### src/sv/dqdf_pkg.sv
package dqdf_pkg;

  localparam int MaxEntries = 256;
  localparam int NameLimit  = 256;
  localparam int MaxPacket  = 1024;
  localparam int HdrLen     = 12;
  localparam int EntryW     = 8;
  localparam int NameW      = 8;
  localparam int PosW       = 11;
  localparam int HdrW       = 4;

  localparam logic [1:0] VerdictAllow = 2'd0;
  localparam logic [1:0] VerdictDeny  = 2'd1;
  localparam logic [1:0] VerdictBad   = 2'd2;

  localparam logic CmdEntry  = 1'b0;
  localparam logic CmdPacket = 1'b1;

  typedef enum logic [1:0] {
    PH_HEADER = 2'd0,
    PH_LEN    = 2'd1,
    PH_LABEL  = 2'd2,
    PH_DONE   = 2'd3
  } phase_t;

  typedef enum logic [2:0] {
    MS_IDLE  = 3'd0,
    MS_LEN   = 3'd1,
    MS_CHAR  = 3'd2,
    MS_NEXT  = 3'd3,
    MS_EMIT  = 3'd4,
    MS_HDR   = 3'd5
  } match_state_t;

  // A finished packet handed from the parser to the matcher.
  typedef struct packed {
    logic       bad;
    logic [8:0] name_len;
  } job_t;

  // Header byte rewrite for the NXDOMAIN response.
  function automatic logic [7:0] hdr_rewrite(input logic [HdrW-1:0] k, input logic [7:0] b);
    logic [7:0] r;
    r = b;
    if (k == HdrW'(2)) r = b | 8'h80;
    else if (k == HdrW'(3)) r = (b & 8'hF0) | 8'h03;
    else if (k == HdrW'(6) || k == HdrW'(7)) r = 8'h00;
    return r;
  endfunction

endpackage

### src/sv/dqdf_parser.sv
module dqdf_parser import dqdf_pkg::*; (
  input  logic                  clk,
  input  logic                  rst,
  input  logic                  in_valid,
  output logic                  in_ready,
  input  logic                  command,
  input  logic [7:0]            value,
  input  logic                  last,
  // Name buffer and header write ports.
  output logic                  name_we,
  output logic [NameW-1:0]      name_waddr,
  output logic [7:0]            name_wdata,
  output logic                  hdr_we,
  output logic [HdrW-1:0]       hdr_waddr,
  // Job handoff to the matcher (one-deep queue).
  output logic                  job_valid,
  input  logic                  job_ready,
  output job_t                  job
);

  phase_t       phase, phase_next;
  logic [PosW-1:0] byte_position;
  logic [8:0]   name_length, name_length_next;
  logic [7:0]   label_remaining, label_remaining_next;
  logic         bad_packet, bad_next;
  logic         pkt_acc;
  logic         appending;
  logic [7:0]   append_char;

  // Requests stall while a finished job waits or the matcher is walking one,
  // because the walk reads the name, header and entry stores.
  assign in_ready = !job_valid && job_ready;
  assign pkt_acc  = in_valid && in_ready && (command == CmdPacket);

  // Parse one byte.
  always_comb begin
    phase_next = phase;
    name_length_next = name_length;
    label_remaining_next = label_remaining;
    bad_next = bad_packet;
    appending = 1'b0;
    append_char = value;
    hdr_we = 1'b0;
    if (byte_position >= PosW'(MaxPacket)) begin
      bad_next = 1'b1;
    end else begin
      unique case (phase)
        PH_HEADER: begin
          hdr_we = pkt_acc && (byte_position < PosW'(HdrLen));
          if (byte_position >= PosW'(HdrLen - 1)) phase_next = PH_LEN;
        end
        PH_LEN: begin
          if (value == 8'd0) begin
            if (name_length == 9'd0) bad_next = 1'b1;
            phase_next = PH_DONE;
          end else begin
            appending = (name_length != 9'd0);
            append_char = 8'h2E;
            label_remaining_next = value;
            phase_next = PH_LABEL;
          end
        end
        PH_LABEL: begin
          appending = 1'b1;
          if (label_remaining <= 8'd1) phase_next = PH_LEN;
          if (label_remaining > 8'd0) label_remaining_next = label_remaining - 8'd1;
        end
        PH_DONE: begin
        end
        default: begin
        end
      endcase
    end
    if (appending) begin
      if (name_length < 9'(NameLimit - 1)) name_length_next = name_length + 9'd1;
      else bad_next = 1'b1;
    end
  end

  assign name_we    = pkt_acc && appending && (name_length < 9'(NameLimit - 1));
  assign name_waddr = name_length[NameW-1:0];
  assign name_wdata = append_char;
  assign hdr_waddr  = byte_position[HdrW-1:0];

  // Parser state and job register.
  always_ff @(posedge clk) begin
    if (rst) begin
      phase <= PH_HEADER;
      byte_position <= '0;
      name_length <= '0;
      label_remaining <= '0;
      bad_packet <= 1'b0;
      job_valid <= 1'b0;
    end else begin
      if (job_valid && job_ready) job_valid <= 1'b0;
      if (pkt_acc) begin
        if (last) begin
          job_valid <= 1'b1;
          job.bad <= bad_next || (phase_next != PH_DONE);
          job.name_len <= name_length_next;
          phase <= PH_HEADER;
          byte_position <= '0;
          name_length <= '0;
          label_remaining <= '0;
          bad_packet <= 1'b0;
        end else begin
          phase <= phase_next;
          if (byte_position < PosW'(MaxPacket)) byte_position <= byte_position + PosW'(1);
          name_length <= name_length_next;
          label_remaining <= label_remaining_next;
          bad_packet <= bad_next;
        end
      end
    end
  end

endmodule

### config.mk
export PLATFORM = sky130hd
export DESIGN_NAME = dqdf_parser
export DESIGN_NICKNAME = d
export VERILOG_FILES = /design/src/sv/dqdf_pkg.sv /design/src/sv/dqdf_parser.sv
export SDC_FILE = /design/constraint.sdc
export NUM_CORES = 1
export LEC_CHECK = 0
export BUFFER_PORTS_ARGS = -buffer_cell sky130_fd_sc_hd__buf_2
export CAP_MARGIN = 20
export CORE_MARGIN = 2
export CORE_UTILIZATION = 45
export DETAILED_ROUTE_END_ITERATION = 12
export GPL_TIMING_DRIVEN = 0
export PLACE_DENSITY = 0.77
export SYNTH_ARGS = -nofsm -noshare
export SYNTH_HDL_FRONTEND = slang
export SYNTH_SLANG_ARGS = --single-unit
### constraint.sdc
create_clock -name clk -period 1.91 [get_ports clk]
set_clock_uncertainty 0.05 [all_clocks]
set_input_delay 0.0955 -clock clk [delete_from_list [all_inputs] [get_ports clk]]
set_output_delay 0.0955 -clock clk [all_outputs]
set_load 0.01 [all_outputs]
# Word-level counts from Yosys, hierarchy flattened
# Index checks and enable logic that the tools add are counted.
dict set report totals {
  ff_bits 42
  input_bits 14
  out_inout_bits 34
  elab_cells 77
}
dict set report classes {
  n_addsub 3
  order_cmp 7
  eq_ne 6
  mux 34
  bitwise 1
  n_reduce_logical 18
}
# operator n
set ops {}
lappend ops {{8-bit two-way mux} 7}
lappend ops {{9-bit two-way mux} 3}
lappend ops {{11-bit two-way mux} 2}
lappend ops {{8-bit case mux with 2 select lines} 1}
lappend ops {{1-bit two-way mux} 15}
lappend ops {{11-bit by 1-bit adder with 11-bit output, second input constant} 1}
lappend ops {{11-bit greater-or-equal comparator, second input constant} 1}
lappend ops {{11-bit by 4-bit greater-or-equal comparator with 1-bit output, second input constant} 1}
lappend ops {{11-bit < comparator, second input constant} 1}
lappend ops {{11-bit by 4-bit < comparator with 1-bit output, second input constant} 1}
lappend ops {{9-bit by 1-bit adder with 9-bit output, second input constant} 1}
lappend ops {{9-bit logical NOT} 1}
lappend ops {{9-bit by 8-bit < comparator with 1-bit output, second input constant} 1}
lappend ops {{9-bit nonzero test} 1}
lappend ops {{8-bit by 1-bit greater-than comparator with 1-bit output, second input constant} 1}
lappend ops {{8-bit by 1-bit less-or-equal comparator with 1-bit output, second input constant} 1}
lappend ops {{8-bit logical NOT} 1}
lappend ops {{2-bit two-way mux} 4}
lappend ops {{8-bit by 1-bit subtractor with 8-bit output, second input constant} 1}
lappend ops {{1-bit logical AND} 7}
lappend ops {{3-bit != test, second input constant} 2}
lappend ops {{2-bit case mux with 3 select lines} 1}
lappend ops {{5-bit AND reduction} 1}
lappend ops {{2-bit != test, second input constant} 2}
lappend ops {{11 further kinds} 11}

# Logic depth before layout (Yosys ltp)
dict set report depth {
  depth_word 8
  mapped_depth 9
  ltp_nobuf 7
}

# Worst setup path after synthesis
# OpenSTA, ideal clock, no wires.
dict set report synth_timing {
  path_type {flip-flop to flip-flop}
  start {register phase[0]}
  end {register job[6] (netlist bit), data pin}
  setup_time_ns 0.266
  arrival_time_ns 1.799
  required_ns 1.594
  path_slack_ns -0.205
  stages_incl_launch_ff 8
  path_buffers 0
  synth_period_minus_slack_ns 2.115
  path_cell_list {dfxtp_1 inv_1 ha_1 nor2b_1 nand2_1 or3_1 nor3_1 xor2_1}
}
dict set report synth_via {
  elab_chain_len 4
  word_cells_on_any_way 5
  cone_classes {eq/ne (2); mux (3)}
}
# item line_no
set synth_rtl {}
lappend synth_rtl {{start: declaration} dqdf_parser.sv:21} ;# phase_t phase, phase_next;
lappend synth_rtl {{start signal: assignment} dqdf_parser.sv:107} ;# phase <= phase_next;
lappend synth_rtl {{2-bit equality test / 2-bit by 1-bit equality test with 1-bit output (equally long branches)} dqdf_parser.sv:47} ;# unique case (phase)
lappend synth_rtl {{1-bit case mux with 2 select lines *} dqdf_parser.sv:47}
lappend synth_rtl {{1-bit two-way mux *} dqdf_parser.sv:44} ;# if (byte_position >= PosW'(MaxPacket)) begin
lappend synth_rtl {{9-bit two-way mux *} dqdf_parser.sv:74} ;# if (appending) begin
lappend synth_rtl {{named net name_length_next[6]} dqdf_parser.sv:23} ;# logic [8:0] name_length, name_length_next;
lappend synth_rtl {{end: declaration} dqdf_parser.sv:18} ;# output job_t job
# The timed path passes the listed nets; every way through them passes the cells marked *.
# A chain may end at the register's enable or synchronous reset.

# Final worst setup path
dict set report layout_timing {
  start {register name_length[1]}
  end {register job[9] (netlist bit), data pin}
}
dict set report layout_via {
  elab_chain_len 8
  word_cells_on_any_way 13
  cone_classes {order compare (1); mux (9); reduce/logical (3)}
}
# item line_no
set layout_rtl {}
lappend layout_rtl {{start: declaration} dqdf_parser.sv:23}
lappend layout_rtl {{start signal: assignment} dqdf_parser.sv:109} ;# name_length <= name_length_next;
lappend layout_rtl {{9-bit logical NOT} dqdf_parser.sv:54} ;# if (name_length == 9'd0) bad_next = 1'b1;
lappend layout_rtl {{1-bit two-way mux} dqdf_parser.sv:54}
lappend layout_rtl {{1-bit two-way mux} dqdf_parser.sv:53} ;# if (value == 8'd0) begin
lappend layout_rtl {{1-bit two-way mux} dqdf_parser.sv:47}
lappend layout_rtl {{1-bit two-way mux} dqdf_parser.sv:44}
lappend layout_rtl {{1-bit two-way mux} dqdf_parser.sv:75} ;# if (name_length < 9'(NameLimit - 1)) name_length_next = name_length + 9'd1;
lappend layout_rtl {{1-bit two-way mux *} dqdf_parser.sv:74}
lappend layout_rtl {{1-bit logical OR *} dqdf_parser.sv:99} ;# job.bad <= bad_next || (phase_next != PH_DONE);
# Every way passes the cells marked *; elsewhere a longest branch is shown, timed or not.

==> summary.md <==
| Metric | Value |
|---|---|
| Routed length per instance | `15.8 µm` |
| Post-synth ARST share | `0%` |
| # DRC | `0` |
| CTS Buf Count | `5` |
| Worst-margin pin slew | `0.660 ns` |
| Post-synthesis cell count | `325` |
| Area contributors post-synth | `dfxtp_1 (24%), edfxtp_1 (11%), ha_1 (4.7%)` |
| Sw Pwr | `431 µW` |
| Yosys reg bits | `42` |
| CTS tree | `built` |
| Gate power share | `7.8%` |
| Slowest CP cell | `or3b_4` |
| Sw Share | `24.2%` |
| Failing checks | `setup timing` |
| Initial DRC count | `159` |
| Pwr dens | `492 nW/µm²` |
| Final setup TNS | `-0.437 ns` |
| Yosys top cell by area | `dfxtp_1` |
| Post-Syn Area | `2680 µm²` |
| Vias | `2,830` |
| VDD IR max | `371 µV` |
| Seq pwr share | `51.1%` |
| Fin Hold WS | `0.0431 ns` |
| Int Power | `1350 µW` |
| Fin cells | `472` |
| First-pass GRT wire length | `12,200 µm` |
| Final Max Tran Viols | `0` |
| Most used DFF post-synth | `dfxtp_1` |
| Static Leak | `0.00145 µW` |
| Synth cell types | `59` |
| Min Tclk post-route | `2.00 ns` |
| CP endpoint kind | `flip-flop` |
| Setup ws final | `-0.0851 ns` |
| Grt ovf | `0` |
| Synth warnings | `0` |
| Register area | `967 µm²` |
| Status | `finished with violations` |
| RSZ-0062 raised after global routing | `true` |
| Worst Setup Path Type | `flip-flop to flip-flop` |
| Rows | `28` |
| Antenna viol nets, final | `0` |
| Initial Util | `46.0%` |
| Die height | `81.1 µm` |
| Startpoint Class | `flip-flop` |
| H-tree Lvls | `2` |
| # clock sinks | `42` |
| Mean Syn Cell Area | `8.23 µm²` |
| Final setup violation count | `11` |
| Hold buffer count at cts | `0` |
| Multi-input gate area | `1800 µm²` |
| Worst EP arrival | `1.99 ns` |
| Buffers on Ports | `46` |
| Hold Crit Class | `input port to flip-flop` |
| CTS Buffer Depth | `2` |
| Worst-path clk slew | `0.09 ns` |
| Critical-path cell list | `inv_4 > ha_4 > nor4b_4 > a21oi_4 > buf_6 > nand4_1 > and3b_1 > or3b_4` |
| Critical-path maximum fanout | `2` |
| Post-route cell area | `3620 µm²` |
| Crit path buf inv count | `2` |
| F_max | `0.501 GHz` |
| EDFF count, synth | `10` |
| Share of the synthesized area in the top cell type | `23.9%` |
| Crit path max-delay family | `simple AND/OR/NAND/NOR gates` |
| Diode count | `0` |
| Routed vias/inst | `6.00` |
| Routed WL | `7450 µm` |
| Worst skew pair latency | `0.31 ns` |
| Placed instance count | `446` |
| Pin count of the biggest net entering global routing | `15` |
| Ports | `48` |
| WP data required | `1.91 ns` |
| Fill cells | `505` |
| Total Nets Final | `420` |
| Share of layout cells above drive strength 1 | `40.6%` |
| Slowest stage delay, CP | `0.38 ns` |
| DIE WIDTH | `81.1 µm` |
| Number of max-cap violations | `0` |
| Layout area overhead | `35.2%` |
| Max-slew headroom | `56.0%` |
| Util after Layout | `62.2%` |
| Pre-antenna DRT Iters | `5` |
| Root Driver | `clkbuf_8` |
| DP Area | `3040 µm²` |
| Gpl congestion | `0.908` |
| Final hold violations | `0` |
| Vias in the first global route | `2,653` |
| Initial antenna violation count | `0` |
| Sequential element share of the synthesized area | `35.2%` |
| Clock share of power | `41.1%` |
| Period utilization | `104%` |
| Hpwl dp | `4820 µm` |
| Die ar. | `6580 µm²` |
| All-Layer GR Usage | `23.6%` |
| Core Footprint | `5820 µm²` |
| Synth Net Count | `349` |
-- what timing repair did --
item	in CTS	in global routing
endpoints found under the setup margin	54	39
pin swaps	11	13
resized for setup	53	24
buffers inserted	12	13
-- Yosys cell counts (2+ instances only) --
library cell	number
a21o_1	4
nand3_1	15
nor2_1	30
mux2i_1	3
nor4_1	7
o311ai_0	4
a41oi_1	2
o22ai_1	2
xor2_1	8
xnor2_1	3
a21oi_1	15
nand2b_1	3
nor2b_1	8
nor3_1	11
and3_1	5
o31ai_1	4
nand3b_1	3
edfxtp_1	10
nor4b_1	2
inv_1	14
nand4_1	8
clkbuf_1	13
a31oi_1	6
o21ai_0	12
a2111o_1	2
buf_4	13
buf_1	2
dfxtp_1	32
ha_1	10
or3_1	6
or2_2	2
o2111ai_1	2
nand2_1	30
o21a_1	4
o21bai_1	4
o2bb2ai_1	3
-- final cells by class --
cell class | instances | share of cell area (%)
Inverter | 14 | 1.66
Multi-Input combinational cell | 241 | 49.9
Buffer | 21 | 3.88
Tap cell | 75 | 2.60
Timing Repair Buffer | 71 | 12.1
Sequential cell | 42 | 26.7
Clock inverter | 3 | 1.21
Clock buffer | 5 | 1.90
-- final timing paths --
path	start	endpoint	slack [ns]	cells past startpoint
worst min-delay path	job_ready	job_valid$_SDFF_PP0_	0.04	3
worst max register to register	name_length[1]$_SDFFE_PP0P_	job[9]$_DFFE_PP_	-0.09	8
worst max-delay path	name_length[1]$_SDFFE_PP0P_	job[9]$_DFFE_PP_	-0.09	8
worst min register to register	bad_packet$_SDFFE_PP0P_	bad_packet$_SDFFE_PP0P_	0.42	2
-- tightest hold or removal path, stage by stage --
cell      delay (ns)
buf_2           0.10
nand2b_1        0.10
a21oi_1         0.06
-- placed cells by master (no fill, tap or decap), types with 4 or more instances in the layout --
cell      synthesis  final
a21oi_1          15     12
xor2_1            8      8
dfxtp_4           0      4
nor2_1           30     24
o21a_1            4      4
nor2b_1           8      7
ha_1             10      4
clkbuf_8          0      5
nand3_1          15     14
nand2_1          30     29
inv_1            14      9
and3_1            5      5
a31oi_1           6      5
nor2_2            0      4
ha_4              0      5
nand4_1           8      8
nor3_1           11      7
or3_1             6      5
buf_2             0     48
o31ai_1           4      4
o21bai_1          4      4
dfxtp_2           0      9
buf_4            13     34
nor4_2            0      4
o21ai_0          12     10
dfxtp_1          32     19
edfxtp_1         10     10
-- sequential cells by signal (all words and copies together) (netlist names) --
register and count:
phase 2, byte_position 11, job 10, job_valid 1, name_length 9, bad_packet 1, label_remaining 8
-- layer usage --
metal | global-route usage, % | vias up | routed length [µm]
li1 | - | 1322 | -
met1 | 28.6 | 1342 | 3030
met2 | 40.4 | 135 | 3700
met3 | 4.11 | 31 | 494
met4 | 11.2 | 0 | 223
met5 | 0 | - | 0
-- power groups by stage --
| stage | Combinational, µW | Sequential, µW | Clock (µW) |
|---|---|---|---|
| 6_report | 139 | 909 | 732 |
| 4_1_cts | 132 | 908 | 734 |
| 3_5_place_dp | 126 | 934 | 0 |
| 3_3_place_gp | 123 | 934 | 0 |
| 2_1_floorplan | 72.0 | 935 | 0 |
| 5_1_grt | 151 | 910 | 764 |
-- cells by family after synthesis --
| group | count (synthesis) | share of synthesized area (%) |
|---|---|---|
| XOR/XNOR | 11 | 3.60 |
| buffers and inverters | 42 | 7.72 |
| AND/OR/NAND/NOR | 137 | 26.4 |
| multiplexers | 3 | 1.12 |
| flip-flops | 42 | 35.2 |
| adder cells (fa/ha/maj) | 10 | 4.68 |
| AO/OA/AOI/OAI | 80 | 21.3 |
-- metrics by stage --
stage	total power (µW)	setup slack, ns
2_1_floorplan	1010	-0.0123
3_3_place_gp	1060	-0.318
3_5_place_dp	1060	-0.345
4_1_cts	1770	-0.0676
5_1_grt	1820	-0.164
6_report	1780	-0.0851
Note: power is estimated with default switching activity, not from simulation.
